===== src/design/wxmr_pkg.sv =====
// package for the wormhole xy mesh router: port codes, commands, widths
// no dependencies
`default_nettype none
package wxmr_pkg;
	localparam int BUFFER_DEPTH_DEF = 8;
	localparam int PORT_COUNT = 5;
	localparam int FLIT_BITS = 32;
	localparam int CFG_INDEX_BITS = 1;
	localparam int CFG_DATA_BITS = 4;
	localparam logic [2:0] PORT_EAST = 3'd0;
	localparam logic [2:0] PORT_WEST = 3'd1;
	localparam logic [2:0] PORT_NORTH = 3'd2;
	localparam logic [2:0] PORT_SOUTH = 3'd3;
	localparam logic [2:0] PORT_LOCAL = 3'd4;
	localparam logic [2:0] ROUTE_NONE = 3'd5;
	localparam logic [1:0] CMD_FLIT = 2'd0;
	localparam logic [1:0] CMD_STATUS = 2'd1;
	localparam logic [1:0] CMD_LOCAL = 2'd2;
	localparam logic [1:0] CMD_POLL = 2'd3;
	localparam logic CFG_NODE_X = 1'b0;
	localparam logic CFG_NODE_Y = 1'b1;
	localparam logic [1:0] PHASE_HEADER = 2'd0;
	localparam logic [1:0] PHASE_SIZE = 2'd1;
	localparam logic [1:0] PHASE_PAYLOAD = 2'd2;

	typedef struct packed {
		logic [1:0] cmd;
		logic [2:0] in_port;
		logic [31:0] flit_in;
		logic neighbour_go;
		logic local_ack;
	} item_t;

	typedef struct packed {
		logic result_kind;
		logic [2:0] out_port;
		logic [31:0] flit_out;
		logic [2:0] status_port;
		logic status_stall;
		logic last;
	} result_t;
endpackage
`default_nettype wire


===== src/design/wxmr_if.sv =====
// valid/ready channel interface carrying one payload struct
// depends on nothing but the payload type given as a parameter
`default_nettype none
interface wxmr_if #(parameter type payload_t = logic) ();
	logic valid;
	logic ready;
	payload_t data;
	modport source (output valid, output data, input ready);
	modport sink (input valid, input data, output ready);
endinterface
`default_nettype wire


===== src/design/wxmr_ram.sv =====
// generic single write, single read ram with registered read
// no dependencies
`default_nettype none
module wxmr_ram #(
	parameter int WIDTH = 32,
	parameter int DEPTH = 40
) (
	input wire logic clk,
	input wire logic wr_en,
	input wire logic [$clog2(DEPTH)-1:0] wr_addr,
	input wire logic [WIDTH-1:0] wr_data,
	input wire logic [$clog2(DEPTH)-1:0] rd_addr,
	output logic [WIDTH-1:0] rd_data
);
	logic [WIDTH-1:0] mem_q [DEPTH];

	// write port and registered read port
	always_ff @(posedge clk) begin
		if (wr_en) mem_q[wr_addr] <= wr_data;
		rd_data <= mem_q[rd_addr];
	end
endmodule
`default_nettype wire


===== src/design/wormhole_xy_mesh_router_top.sv =====
// wormhole xy mesh router: top level with sequencer, per-port ring pointers, routing
// depends on wxmr_pkg, wxmr_if, wxmr_ram
//
// Usage: items enter on in_ch (cmd, in_port, flit_in, neighbour_go, local_ack).
// Each item produces zero or more results on out_ch; the final one carries last.
// Node coordinates are written through cfg_we/cfg_index/cfg_data while idle.
// The block handles one item at a time: in_ch.ready is low from the accepted
// transfer until the last result has been transferred and the scan is done.
// Sequence: the item is applied first, then each of the five ports is scanned
// through flit store read, route and drain check, and each forwarded flit
// repeats those steps since the new head is read again. A result is held in a
// pending register until the next result is made or the scan is done, so the
// final one can carry last. The ports are scanned in turn, since the flit
// store has a single read port and the route/compare unit is shared.
// A result waits in the output register while out_ch.ready is low; the
// sequencer holds at the next result until that transfer.
// Reset clears pointers, bindings and packet phases, sets all neighbours to go,
// local to not ready and both coordinates to 15. The flit store needs no clearing.
`default_nettype none
module wormhole_xy_mesh_router_top #(
	parameter int BUFFER_DEPTH = wxmr_pkg::BUFFER_DEPTH_DEF
) (
	input wire logic clk,
	input wire logic arst_n,
	wxmr_if.sink in_ch,
	wxmr_if.source out_ch,
	input wire logic cfg_we,
	input wire logic [wxmr_pkg::CFG_INDEX_BITS-1:0] cfg_index,
	input wire logic [wxmr_pkg::CFG_DATA_BITS-1:0] cfg_data
);
	localparam int PW = (BUFFER_DEPTH > 1) ? $clog2(BUFFER_DEPTH) : 1;
	localparam int NP = wxmr_pkg::PORT_COUNT;
	localparam int MD = NP * BUFFER_DEPTH;
	localparam int AW = $clog2(MD);

	typedef enum logic [5:0] {
		ST_IDLE = 6'b000001,
		ST_APPLY = 6'b000010,
		ST_ROUTE = 6'b000100,
		ST_DRAIN = 6'b001000,
		ST_READ = 6'b010000,
		ST_DONE = 6'b100000
	} state_t;

	state_t state_q;
	wxmr_pkg::item_t item_q;
	logic [PW-1:0] wp_q [NP];
	logic [PW-1:0] rp_q [NP];
	logic [7:0] rem_q [NP];
	logic [1:0] phase_q [NP];
	logic [2:0] bind_q [NP];
	logic [NP-1:0] ngo_q;
	logic local_rdy_q;
	logic [3:0] node_x_q, node_y_q;
	logic [2:0] port_q;
	logic peek_q;
	logic out_valid_q;
	wxmr_pkg::result_t out_q;
	logic pend_valid_q;
	wxmr_pkg::result_t pend_q;

	// ram ports
	logic ram_we;
	logic [AW-1:0] ram_wa, ram_ra;
	logic [31:0] ram_rd;

	wxmr_ram #(.WIDTH(wxmr_pkg::FLIT_BITS), .DEPTH(MD)) u_store (
		.clk(clk), .wr_en(ram_we), .wr_addr(ram_wa), .wr_data(item_q.flit_in),
		.rd_addr(ram_ra), .rd_data(ram_rd)
	);

	function automatic logic [PW-1:0] occ(input logic [PW-1:0] w, input logic [PW-1:0] r);
		logic [PW:0] d;
		d = {1'b0, w} + (PW+1)'(BUFFER_DEPTH) - {1'b0, r};
		if (d >= (PW+1)'(BUFFER_DEPTH)) d = d - (PW+1)'(BUFFER_DEPTH);
		return d[PW-1:0];
	endfunction

	function automatic logic [PW-1:0] inc(input logic [PW-1:0] v);
		logic [PW:0] s;
		s = {1'b0, v} + 1'b1;
		if (s == (PW+1)'(BUFFER_DEPTH)) s = '0;
		return s[PW-1:0];
	endfunction

	function automatic logic [AW-1:0] addr(input logic [2:0] p, input logic [PW-1:0] i);
		return AW'(p * BUFFER_DEPTH) + AW'(i);
	endfunction

	// scan port view
	logic [2:0] pidx;
	logic [PW-1:0] cur_occ;
	logic cur_full_after_pop;
	logic [2:0] route_to;
	logic taken;
	logic [3:0] dx, dy;
	assign pidx = port_q;
	assign cur_occ = occ(wp_q[pidx], rp_q[pidx]);
	assign dx = ram_rd[31:28];
	assign dy = ram_rd[27:24];

	// xy route of the header at the head of the current port
	always_comb begin
		if (dx == node_x_q && dy == node_y_q) route_to = wxmr_pkg::PORT_LOCAL;
		else if (node_x_q < dx) route_to = wxmr_pkg::PORT_EAST;
		else if (node_x_q > dx) route_to = wxmr_pkg::PORT_WEST;
		else if (node_y_q < dy) route_to = wxmr_pkg::PORT_NORTH;
		else route_to = wxmr_pkg::PORT_SOUTH;
		taken = 1'b0;
		for (int q = 0; q < NP; q++) if (bind_q[q] == route_to) taken = 1'b1;
	end

	// the drain step condition for the current port
	logic can_pop;
	always_comb begin
		can_pop = 1'b0;
		if (cur_occ != '0) begin
			if (bind_q[pidx] == wxmr_pkg::PORT_LOCAL) can_pop = local_rdy_q && !peek_q;
			else if (bind_q[pidx] < wxmr_pkg::PORT_LOCAL) can_pop = ngo_q[bind_q[pidx]];
		end
	end

	assign ram_we = (state_q == ST_APPLY) && item_q.cmd == wxmr_pkg::CMD_FLIT
		&& item_q.in_port < 3'(NP)
		&& occ(wp_q[item_q.in_port], rp_q[item_q.in_port]) != PW'(BUFFER_DEPTH - 1);
	assign ram_wa = addr(item_q.in_port, wp_q[item_q.in_port]);
	assign ram_ra = addr(pidx, rp_q[pidx]);

	assign in_ch.ready = (state_q == ST_IDLE);
	assign out_ch.valid = out_valid_q;
	assign out_ch.data = out_q;
	logic out_free;
	assign out_free = !out_valid_q || out_ch.ready;
	assign cur_full_after_pop = occ(wp_q[pidx], inc(rp_q[pidx])) == PW'(BUFFER_DEPTH - 1);

	// result made this cycle; the pending register is always empty at apply
	logic gen;
	logic gen_ok;
	logic flush;
	wxmr_pkg::result_t gen_r;
	wxmr_pkg::result_t flush_r;
	assign gen_ok = !pend_valid_q || out_free;
	always_comb begin
		gen = 1'b0;
		gen_r = '0;
		if (state_q == ST_APPLY && item_q.cmd == wxmr_pkg::CMD_FLIT
				&& item_q.in_port < 3'(NP)) begin
			gen = 1'b1;
			gen_r.status_port = item_q.in_port;
			gen_r.status_stall = occ(inc(wp_q[item_q.in_port]), rp_q[item_q.in_port])
				== PW'(BUFFER_DEPTH - 1) || !ram_we;
		end else if (state_q == ST_DRAIN && can_pop && gen_ok) begin
			gen = 1'b1;
			gen_r.result_kind = 1'b1;
			gen_r.out_port = bind_q[pidx];
			gen_r.flit_out = ram_rd;
			gen_r.status_port = pidx;
			gen_r.status_stall = cur_full_after_pop;
		end
	end

	// pending result moves out when the next one comes or the scan is done
	assign flush = pend_valid_q && out_free && (gen || state_q == ST_DONE);
	always_comb begin
		flush_r = pend_q;
		flush_r.last = (state_q == ST_DONE);
	end

	// output and pending valid flags
	always_ff @(posedge clk or negedge arst_n) begin
		if (!arst_n) begin
			out_valid_q <= 1'b0;
			pend_valid_q <= 1'b0;
		end else begin
			if (flush) out_valid_q <= 1'b1;
			else if (out_ch.ready) out_valid_q <= 1'b0;
			if (gen) pend_valid_q <= 1'b1;
			else if (flush) pend_valid_q <= 1'b0;
		end
	end

	// item, pending and output data
	always_ff @(posedge clk) begin
		if (in_ch.valid && in_ch.ready) item_q <= in_ch.data;
		if (gen) pend_q <= gen_r;
		if (flush) out_q <= flush_r;
	end

	// sequencer
	always_ff @(posedge clk or negedge arst_n) begin
		if (!arst_n) begin
			state_q <= ST_IDLE;
			for (int p = 0; p < NP; p++) begin
				wp_q[p] <= '0;
				rp_q[p] <= '0;
				rem_q[p] <= '0;
				phase_q[p] <= wxmr_pkg::PHASE_HEADER;
				bind_q[p] <= wxmr_pkg::ROUTE_NONE;
			end
			ngo_q <= '1;
			local_rdy_q <= 1'b0;
			node_x_q <= 4'hF;
			node_y_q <= 4'hF;
			port_q <= '0;
			peek_q <= 1'b0;
		end else begin
			if (cfg_we) begin
				unique case (cfg_index)
					wxmr_pkg::CFG_NODE_X: node_x_q <= cfg_data;
					wxmr_pkg::CFG_NODE_Y: node_y_q <= cfg_data;
					default: ;
				endcase
			end
			unique case (state_q)
				ST_IDLE: begin
					if (in_ch.valid) state_q <= ST_APPLY;
				end
				ST_APPLY: begin
					// apply the command, then begin the scan at east
					port_q <= '0;
					peek_q <= 1'b0;
					if (item_q.cmd == wxmr_pkg::CMD_FLIT && item_q.in_port < 3'(NP)) begin
						if (ram_we) wp_q[item_q.in_port] <= inc(wp_q[item_q.in_port]);
					end else begin
						if (item_q.cmd == wxmr_pkg::CMD_STATUS && item_q.in_port < 3'(NP))
							ngo_q[item_q.in_port] <= item_q.neighbour_go;
						if (item_q.cmd == wxmr_pkg::CMD_LOCAL) local_rdy_q <= item_q.local_ack;
					end
					state_q <= ST_READ;
				end
				ST_READ: begin
					// flit store read of the head of the current port
					state_q <= ST_ROUTE;
				end
				ST_ROUTE: begin
					// bind a free port with a waiting header, first visit only
					if (bind_q[pidx] == wxmr_pkg::ROUTE_NONE && cur_occ != '0 && !taken
							&& !peek_q)
						bind_q[pidx] <= route_to;
					state_q <= ST_DRAIN;
				end
				ST_DRAIN: begin
					if (can_pop) begin
						if (gen_ok) begin
							rp_q[pidx] <= inc(rp_q[pidx]);
							peek_q <= 1'b1;
							if (bind_q[pidx] == wxmr_pkg::PORT_LOCAL) local_rdy_q <= 1'b0;
							unique case (phase_q[pidx])
								wxmr_pkg::PHASE_HEADER: phase_q[pidx] <= wxmr_pkg::PHASE_SIZE;
								wxmr_pkg::PHASE_SIZE: begin
									if (ram_rd[31:24] == 8'd0) begin
										bind_q[pidx] <= wxmr_pkg::ROUTE_NONE;
										phase_q[pidx] <= wxmr_pkg::PHASE_HEADER;
									end else begin
										rem_q[pidx] <= ram_rd[31:24];
										phase_q[pidx] <= wxmr_pkg::PHASE_PAYLOAD;
									end
								end
								default: begin
									if (rem_q[pidx] == 8'd1) begin
										bind_q[pidx] <= wxmr_pkg::ROUTE_NONE;
										phase_q[pidx] <= wxmr_pkg::PHASE_HEADER;
										rem_q[pidx] <= '0;
									end else begin
										rem_q[pidx] <= rem_q[pidx] - 8'd1;
									end
								end
							endcase
							// pointer moved: reread the head
							state_q <= ST_READ;
						end
					end else begin
						peek_q <= 1'b0;
						if (pidx == 3'(NP - 1)) state_q <= ST_DONE;
						else begin
							port_q <= pidx + 3'd1;
							state_q <= ST_READ;
						end
					end
				end
				ST_DONE: begin
					// final result is marked as it moves out; leave once output drains
					if (!pend_valid_q && (!out_valid_q || out_ch.ready)) state_q <= ST_IDLE;
				end
				default: state_q <= ST_IDLE;
			endcase
		end
	end
endmodule
`default_nettype wire


===== src/flat_wrapper.sv =====
// flat-port wrapper written by rule: the top's interface ports become plain ports
module wormhole_xy_mesh_router_top_flat import wxmr_pkg::*;
#(
	parameter int BUFFER_DEPTH = wxmr_pkg::BUFFER_DEPTH_DEF
)
  (clk, arst_n, cfg_we, cfg_index, cfg_data, in_ch_valid, in_ch_data, in_ch_ready, out_ch_valid, out_ch_data, out_ch_ready);
  wxmr_if #(.payload_t(item_t)) in_ch_i ();
  wxmr_if #(.payload_t(result_t)) out_ch_i ();
  input wire logic clk;
  input wire logic arst_n;
  input wire logic cfg_we;
  input wire logic [wxmr_pkg::CFG_INDEX_BITS-1:0] cfg_index;
  input wire logic [wxmr_pkg::CFG_DATA_BITS-1:0] cfg_data;
  input wire logic [$bits(in_ch_i.valid)-1:0] in_ch_valid;
  input wire logic [$bits(in_ch_i.data)-1:0] in_ch_data;
  output wire logic [$bits(in_ch_i.ready)-1:0] in_ch_ready;
  output wire logic [$bits(out_ch_i.valid)-1:0] out_ch_valid;
  output wire logic [$bits(out_ch_i.data)-1:0] out_ch_data;
  input wire logic [$bits(out_ch_i.ready)-1:0] out_ch_ready;
  assign in_ch_i.valid = in_ch_valid;
  assign in_ch_i.data = in_ch_data;
  assign in_ch_ready = in_ch_i.ready;
  assign out_ch_valid = out_ch_i.valid;
  assign out_ch_data = out_ch_i.data;
  assign out_ch_i.ready = out_ch_ready;
  wormhole_xy_mesh_router_top #(.BUFFER_DEPTH(BUFFER_DEPTH)) u_core (.clk(clk), .arst_n(arst_n), .in_ch(in_ch_i), .out_ch(out_ch_i), .cfg_we(cfg_we), .cfg_index(cfg_index), .cfg_data(cfg_data));
endmodule

===== config.mk =====
export PLATFORM = sky130hd
export DESIGN_NAME = wormhole_xy_mesh_router_top_flat
export DESIGN_NICKNAME = d
export VERILOG_FILES = /design/src/design/wxmr_pkg.sv /design/src/design/wxmr_if.sv /design/src/design/wxmr_ram.sv /design/src/design/wormhole_xy_mesh_router_top.sv /design/src/flat_wrapper.sv
export SDC_FILE = /design/constraint.sdc
export NUM_CORES = 2
export LEC_CHECK = 0
export ABC_AREA = 1
export BUFFER_PORTS_ARGS = -buffer_cell sky130_fd_sc_hd__clkbuf_2
export CAP_MARGIN = 20
export CORE_UTILIZATION = 39
export DETAILED_ROUTE_END_ITERATION = 8
export PLACE_DENSITY_LB_ADDON = 0.2
export SYNTH_ARGS = -nofsm -noshare
export SYNTH_HDL_FRONTEND = slang
export SYNTH_SLANG_ARGS = --single-unit
export TNS_END_PERCENT = 50

===== constraint.sdc =====
create_clock -name clk -period 4.8 [get_ports clk]
set_input_delay 0.72 -clock clk [delete_from_list [all_inputs] [get_ports clk]]
set_output_delay 0.72 -clock clk [all_outputs]
set_load 0.01 [all_outputs]

# [After elaboration in Yosys (flattened, before gate mapping)]
# Memory sizes are Yosys's and may differ from the RTL's. A register that Yosys moved wholly into a read port is not among the register bits.
# Cells that the tools add are included.
[word_totals] input_bits=49 ramBits=1280 word_cells=299 regBits=241 n_memories=1 output_inout_bits=43
[memory_table] name="u_core.u_store.mem_q" words=40 width=32 rd=1 rd_clocked_by_memory_dff=1 wr=1 line_no="wxmr_ram.sv:15" source="logic [WIDTH-1:0] mem_q [DEPTH];"
[op_classes] reduce_logical=50 addsub=17 mux=106 bitwise=19 n_lt_le_gt_ge=16 eq_ne=40
[op_table] op="$mux 40" count=3
[op_table] op="$mux 3" count=31
[op_table] op="$bwmux 40" count=2
[op_table] op="$pmux 40 s2" count=1
[op_table] op="$mux 15" count=5
[op_table] op="$pmux 15 s2" count=2
[op_table] op="$bmux 3 s3" count=5
[op_table] op="$bwmux 15" count=3
[op_table] op="$and 40x40->40" count=1
[op_table] op="$not 40->40" count=1
[op_table] op="$pmux 6 s6" count=1
[op_table] op="$mux 6" count=5
[op_table] op="$mux 1" count=26
[op_table] op="$bmux 8 s3" count=1
[op_table] op="$demux 8 s3" count=1
[op_table] op="$ge 4x4->1 const B" count=6
[op_table] op="$mux 8" count=3
[op_table] op="$mux 10" count=2
[op_table] op="$pmux 10 s2" count=1
[op_table] op="$logic_and 1x1->1" count=19
[op_table] op="$demux 3 s3" count=2
[op_table] op="$ne 2x2->1 const B" count=9
[op_table] op="$sub 4x3->4" count=4
[op_table] op="$and 5x5->5" count=3
[op_table] op="56 further kinds" count=111

# [Depth between registers and ports, before layout]
[logic_depth] word_depth=18 depth_mapped=25 ltp_nobuf=23

# [By module]
# Synthesis repeated with hierarchy kept, for this count alone.
[hier_totals] cells_unflattened=5509 area_unflattened_um2=63568.5
[by_module_without_submodules] module="wxmr_ram" n_inst=1 seq_area_each_um2=39077.5 area_per_inst_um2=51902.3 cells_per_inst=4183
[by_module_without_submodules] module="wormhole_xy_mesh_router_top" n_inst=1 seq_area_each_um2=6635.1 area_per_inst_um2=11666.2 cells_per_inst=1326

# [Worst setup path before layout]
# No wires, ideal clock.
[synth_path] path_type="register to register" start="register u_core.port_q[2], in the netlist u_core.pidx[2]" end="register u_core.out_q, in the netlist u_core.out_ch.data[0], enable pin" period_less_slack_ns=4.968 path_stages_with_launch=22 arrival_time_ns=4.572 path_buffers=5 setup_ns=0.395 slack_ns=-0.168 path_cell_list="dfrtp_1 > buf_4 > nor2_4 > nand2_2 > buf_4 > o22a_1 > nand2_1 > buf_4 > buf_2 > clkbuf_1 > ha_1 > inv_1 > nor2_1 > nor2_1 > nand3_1 > nand3_1 > nand2_1 > inv_2 > nand4_2 > nand2_1 > o21ai_0 > inv_1"
[synth_via] elab_chain_len=16 elab_cells_between_ends=29
[synth_lines] element="start: declaration" line_no="wormhole_xy_mesh_router_top.sv:55" source="logic [2:0] port_q;"
[synth_lines] element="start signal: assignment" line_no="wormhole_xy_mesh_router_top.sv:276" source="port_q <= pidx + 3'd1;"
[synth_lines] element="$not 3->4 (implied by the code) (*)" line_no="wormhole_xy_mesh_router_top.sv:98, wormhole_xy_mesh_router_top.sv:118, wormhole_xy_mesh_router_top.sv:119"
[synth_lines] element="$bmux 3 s3" line_no="wormhole_xy_mesh_router_top.sv:98" source="assign cur_occ = occ(wp_q[pidx], rp_q[pidx]);"
[synth_lines] element="$mux 3 (implied by the code) (2 in series)" line_no="wormhole_xy_mesh_router_top.sv:98"
[synth_lines] element="$add 3x4->4" line_no="wormhole_xy_mesh_router_top.sv:74" source="d = {1'b0, w} + (PW+1)'(BUFFER_DEPTH) - {1'b0, r};"
[synth_lines] element="$sub 4x3->4" line_no="wormhole_xy_mesh_router_top.sv:74"
[synth_lines] element="$ge 4x4->1 / $sub 3x1->3 (equally long branches)" line_no="wormhole_xy_mesh_router_top.sv:75" source="if (d >= (PW+1)'(BUFFER_DEPTH)) d = d - (PW+1)'(BUFFER_DEPTH);"
[synth_lines] element="$mux 3" line_no="wormhole_xy_mesh_router_top.sv:75"
[synth_lines] element="$reduce_bool 3->1" line_no="wormhole_xy_mesh_router_top.sv:117" source="if (cur_occ != '0) begin"
[synth_lines] element="$mux 1 (*)" line_no="wormhole_xy_mesh_router_top.sv:117"
[synth_lines] element="$logic_and 1x1->1 (*) (2 in series)" line_no="wormhole_xy_mesh_router_top.sv:152" source="end else if (state_q == ST_DRAIN && can_pop && gen_ok) begin"
[synth_lines] element="$mux 1 (*)" line_no="wormhole_xy_mesh_router_top.sv:152"
[synth_lines] element="$mux 1 (*)" line_no="wormhole_xy_mesh_router_top.sv:146" source="if (state_q == ST_APPLY && item_q.cmd == wxmr_pkg::CMD_FLIT"
[synth_lines] element="via u_core.gen" line_no="wormhole_xy_mesh_router_top.sv:137" source="logic gen;"
[synth_lines] element="$logic_or 1x1->1 (*)" line_no="wormhole_xy_mesh_router_top.sv:163" source="assign flush = pend_valid_q && out_free && (gen || state_q == ST_DONE);"
[synth_lines] element="$logic_and 1x1->1 (*)" line_no="wormhole_xy_mesh_router_top.sv:163"
[synth_lines] element="via u_core.flush" line_no="wormhole_xy_mesh_router_top.sv:139" source="logic flush;"
[synth_lines] element="end signal: assignment" line_no="wormhole_xy_mesh_router_top.sv:186" source="if (flush) out_q <= flush_r;"
[synth_lines] element="end: declaration" line_no="wormhole_xy_mesh_router_top.sv:58" source="wxmr_pkg::result_t out_q;"
# The timed path passes the listed nets; every way through them passes the cells marked *. The select of a mux whose other input is x is not followed.
# A chain may end at the register's enable or synchronous reset.

# [Worst setup path after layout]
[layout_path] start="register u_core.item_q[36] in the netlist's numbering" end="memory u_core.u_store.mem_q[13][24], enable pin"
[layout_via] elab_chain_len=12 elab_cells_between_ends=19
[layout_lines] element="start: declaration" line_no="wormhole_xy_mesh_router_top.sv:46" source="wxmr_pkg::item_t item_q;"
[layout_lines] element="start signal: assignment" line_no="wormhole_xy_mesh_router_top.sv:184" source="if (in_ch.valid && in_ch.ready) item_q <= in_ch.data;"
[layout_lines] element="$not 3->4 (implied by the code)" line_no="wormhole_xy_mesh_router_top.sv:125, wormhole_xy_mesh_router_top.sv:126"
[layout_lines] element="$bmux 3 s3" line_no="wormhole_xy_mesh_router_top.sv:125, wormhole_xy_mesh_router_top.sv:126"
[layout_lines] element="$mux 3 (implied by the code) (2 in series)" line_no="wormhole_xy_mesh_router_top.sv:125, wormhole_xy_mesh_router_top.sv:126"
[layout_lines] element="$add 3x4->4" line_no="wormhole_xy_mesh_router_top.sv:74"
[layout_lines] element="$sub 4x3->4" line_no="wormhole_xy_mesh_router_top.sv:74"
[layout_lines] element="$ge 4x4->1 / $sub 3x1->3 (equally long branches)" line_no="wormhole_xy_mesh_router_top.sv:75"
[layout_lines] element="$mux 3" line_no="wormhole_xy_mesh_router_top.sv:75"
[layout_lines] element="$ne 3x3->1" line_no="wormhole_xy_mesh_router_top.sv:125" source="&& occ(wp_q[item_q.in_port], rp_q[item_q.in_port]) != PW'(BUFFER_DEPTH - 1);"
[layout_lines] element="$logic_and 1x1->1" line_no="wormhole_xy_mesh_router_top.sv:125"
[layout_lines] element="$mux 1" line_no="wxmr_ram.sv:19" source="if (wr_en) mem_q[wr_addr] <= wr_data;"
[layout_lines] element="$mux 1 (implied by the code)" line_no="wxmr_ram.sv:19"
[layout_lines] element="end: declaration" line_no="wxmr_ram.sv:15"
# Several ways; a longest one is shown, not always the timed one. The select of a mux whose other input is x is not followed.

==> run_results.csv <==
group,metric,value,unit
outcome,status,"finished, final reports clean",
detailed_routing,drt-initial-drc-count,4316,
clock_network,cts_sinks,1552,
detailed_routing,drt-vias-per-instance,5.183,
worst_setup_path,path_cells,"nor3_2, inv_1, o22ai_1, nor2_1, ha_1, fa_1, nand3b_1, nand3_1, nand2_1, nor2_1, inv_1, nor2_4, buf_4",
yosys,syn-cell-area,65350,um2
power_and_ir_drop,p_leak,28.17,nW
final_layout,fin_nets,6122,
yosys,yosysTopAreaCellShare,64.33,%
detailed_routing,via_count,43418,
final_layout,n_fill_cell,15244,
final_layout,seqCellArea,45720,um2
final_layout,post-route-util,44.81,%
worst_setup_path,arrival,4740,ps
worst_setup_path,timing.critical_path.buf_inv,3,
placed_design,pre_cts_slack,549.9,ps
global_routing,grt_overflow,0,
detailed_routing,first_pass_iters,9,
timing,finalClockSkew,25.85,ps
yosys,synth_edf_count,1400,
yosys,synth_xor_area_share,0.1876,%
final_layout,final_layout_size_suffix_gt1_share,10.54,%
worst_setup_path,crit_type,"reg -> reg",
clock_network,cts_buffer_depth,3,
clock_network,clk_latency,800,ps
clock_network,root_buffer,"clkbuf_16",
worst_setup_path,cp-start-kind,"flip-flop",
yosys,yosysWarnings,0,
timing,hold_violations,0,
detailed_routing,drt-total-wl,186800,um
worst_setup_path,slowest_delay,540,ps
yosys,syn_inst,5925,
detailed_routing,wl_per_cell,22.30,um
timing,slew_violations,0,
worst_setup_path,critPathSlowestCell,"nor2_4",
power_and_ir_drop,ir_drop,392.7,uV
yosys,synthMuxAreaShare,0,%
global_routing,antenna_found_initial,7,
timing,fin_crit_sh,88.94,%
timing,holdWs,91.53,ps
global_routing,grt_pass1_vias,41151,
placed_design,portBuffers,91,
yosys,synth.distinct_cells,46,
clock_network,cts_inserted_buffers,162,
floorplanning,core.rowCount,149,
detailed_routing,route.detailed.drc,0,
worst_setup_path,r2r-start,"u_core.item_q[36]",
yosys,ys_async_sr_fraction,7.732,%
floorplanning,core,165700,um2
timing,fin_crit,4269,ps
clock_network,cts_resized,0,
yosys,yosys-top-cells-area,"edfxtp_1 64%, nand2_1 8.2%, inv_1 3.9%",
yosys,synth_compound_area_share,7.117,%
yosys,synth_top_family_by_area,"simple AND/OR/NAND/NOR gates",
global_routing,track_usage,21.96,%
final_layout,multi_input_area,15950,um2
yosys,syn_avg_cell_area,11.03,um2
floorplanning,fp.dieW,411.3,um
floorplanning,die_h,411.3,um
worst_setup_path,cpLargestDelayFamily,"simple AND/OR/NAND/NOR gates",
detailed_routing,final_antenna_net_count,0,
placed_design,gp_congestion,0.8938,
final_layout,fin_area,74270,um2
worst_setup_path,worstSetupEndpointType,"flip-flop",
timing,setup_viol,0,
flow_run,max_cap_violations,0,
yosys,seq_area_frac_synth,69.95,%
placed_design,place_hpwl,109200,um
timing,rsz0062_at_grt,"false",
hold_path,min_from,"in_ch_data[6]",
worst_setup_path,cp-startpoint,"u_core.item_q[36]",
timing,tightestPinTransition,999.7,ps
yosys,synth_top_flop_cell,"edfxtp_1",
yosys,synth.top_cells.by_count,"1420 x nand2_1, 1400 x edfxtp_1, 673 x inv_1",
timing,relSlewSlack,33.20,%
global_routing,grt_pass1_wl,275800,um
final_layout,syn_to_final_growth,13.66,%
timing,worst_slack,531.1,ps
yosys,yosys_register_bits,1552,
placed_design,place_area,69170,um2
power_and_ir_drop,powerDensity,436.0,nW/um2
floorplanning,die-area,169200,um2
yosys,synth-simple-area-share,16.14,%
yosys,syn_nets,5996,
floorplanning,io_pins,92,
timing,fmax,234.3,MHz
worst_setup_path,crit_fanout,12,
yosys,synth.most_common_cell,"nand2_1",
yosys,synthAdderAreaFrac,0.4557,%
clock_network,clkTransAtPathRegs,60,ps
floorplanning,initial_core_util,39.43,%
worst_setup_path,cp_data_required_time,5270,ps
clock_network,htreeDepth,4,
hold_path,min_path_type,"in -> reg",
global_routing,grt_max_degree,137,
clock_network,cts_tree,"yes",
yosys,synth_top_cell_by_area,"edfxtp_1",
timing,fin_setup_tns,0,ps
through the flow:
step | total power, W | cells
after floorplan | 0.01857 | 5925
after global placement | 0.02046 | 8074
after detailed placement | 0.02048 | 8074
after CTS | 0.03260 | 8372
after global routing | 0.03356 | 8374
final | 0.03238 | 8377
power by group:
part           total [W]  internal (W)  switching (W)
Sequential        0.0159        0.0156       0.000249
Clock             0.0122       0.00685        0.00531
Combinational    0.00436      0.000995        0.00336
Total             0.0324        0.0235        0.00893
cell type report:
type / count / area share [%]
multi-input combinational: 3368 / 21.48
tap: 2189 / 3.688
clock inverter: 80 / 0.8794
clock buffer: 218 / 5.935
antenna: 3 / 0.01011
sequential: 1552 / 61.55
timing repair buffer: 262 / 2.864
inverter: 705 / 3.590
layer usage:
| layer | GRT usage (%) | vias to the layer above | routed length [um] | share of wire, % |
|---|---|---|---|---|
| li1 | - | 20389 | - | - |
| met1 | 31.31 | 21371 | 84600 | 45 |
| met2 | 34.74 | 1396 | 86450 | 46 |
| met3 | 3.693 | 262 | 11720 | 6.3 |
| met4 | 5.653 | 0 | 4025 | 2.2 |
| met5 | 0 | - | 0 | 0 |
worst register-to-register path: stages, from the launching register on:
cell and delay [ps]:
edfxtp_1 500, nor3_2 460, inv_1 170, o22ai_1 160, nor2_1 80, ha_1 210, fa_1 430, nand3b_1 170
nand3_1 90, nand2_1 130, nor2_1 310, inv_1 360, nor2_4 550, buf_4 330
repair_timing:
action	4_1_cts	5_1_grt
endpoints found under the hold margin	0	28
hold buffers	0	1
buffers inserted	0	0
placed cells by master (no fill, tap or decap), types with 4 or more instances in the layout:
master and n:
a21oi_1 99, a31oi_1 8, buf_12 29, buf_4 141, bufinv_16 7, clkbuf_1 45, clkbuf_16 165, clkbuf_2 90
clkbuf_8 8, clkinv_1 30, clkinv_2 24, clkinvlp_4 5, dfrtp_1 95, dfstp_2 23, dfxtp_1 32, edfxtp_1 1400
ha_1 19, inv_1 672, inv_2 26, inv_6 9, nand2_1 1418, nand2_2 9, nand3_1 440, nand3b_1 5
nand4_1 31, nor2_1 557, nor2_2 12, nor2_4 47, nor4_1 4, o211ai_1 202, o21ai_0 301, o21ai_1 42
o221ai_1 68, o22ai_1 33, o31ai_1 4, or2_2 33, xnor2_1 9, xor2_1 5
path summary, 6_finish.rpt:
check                                               end  slack, ps  cells after the start
max                        u_core.u_store.mem_q[13][24]        530                     13
min                                    u_core.item_q[6]         90                      1
max reg2reg                u_core.u_store.mem_q[13][24]        530                     13
min reg2reg                      u_core.out_ch.data[22]        420                      0
max in group asynchronous              u_core.bind_q[6]       3350                      4
min in group asynchronous              u_core.rem_q[20]        400                      2
registers in the layout (all words and copies together) (netlist names), 32 cells and up:
name / cells
u_core.flush_r: 40
u_core.u_store.rd_data: 32
u_core.out_ch.data: 41
u_core.rem_q: 40
u_core.u_store.mem_q: 1280
u_core.item_q: 39
cell families (layout without fill, tap and decap cells):
family	count (synthesis)	after routing
compound gates	762	762
simple gates	2570	2570
xor+xnor	14	14
buf+inv	1005	1265
flops	1552	1552
other cells	0	3
fa+ha+maj	22	22
No activity file was read; power rests on OpenSTA's default activity.
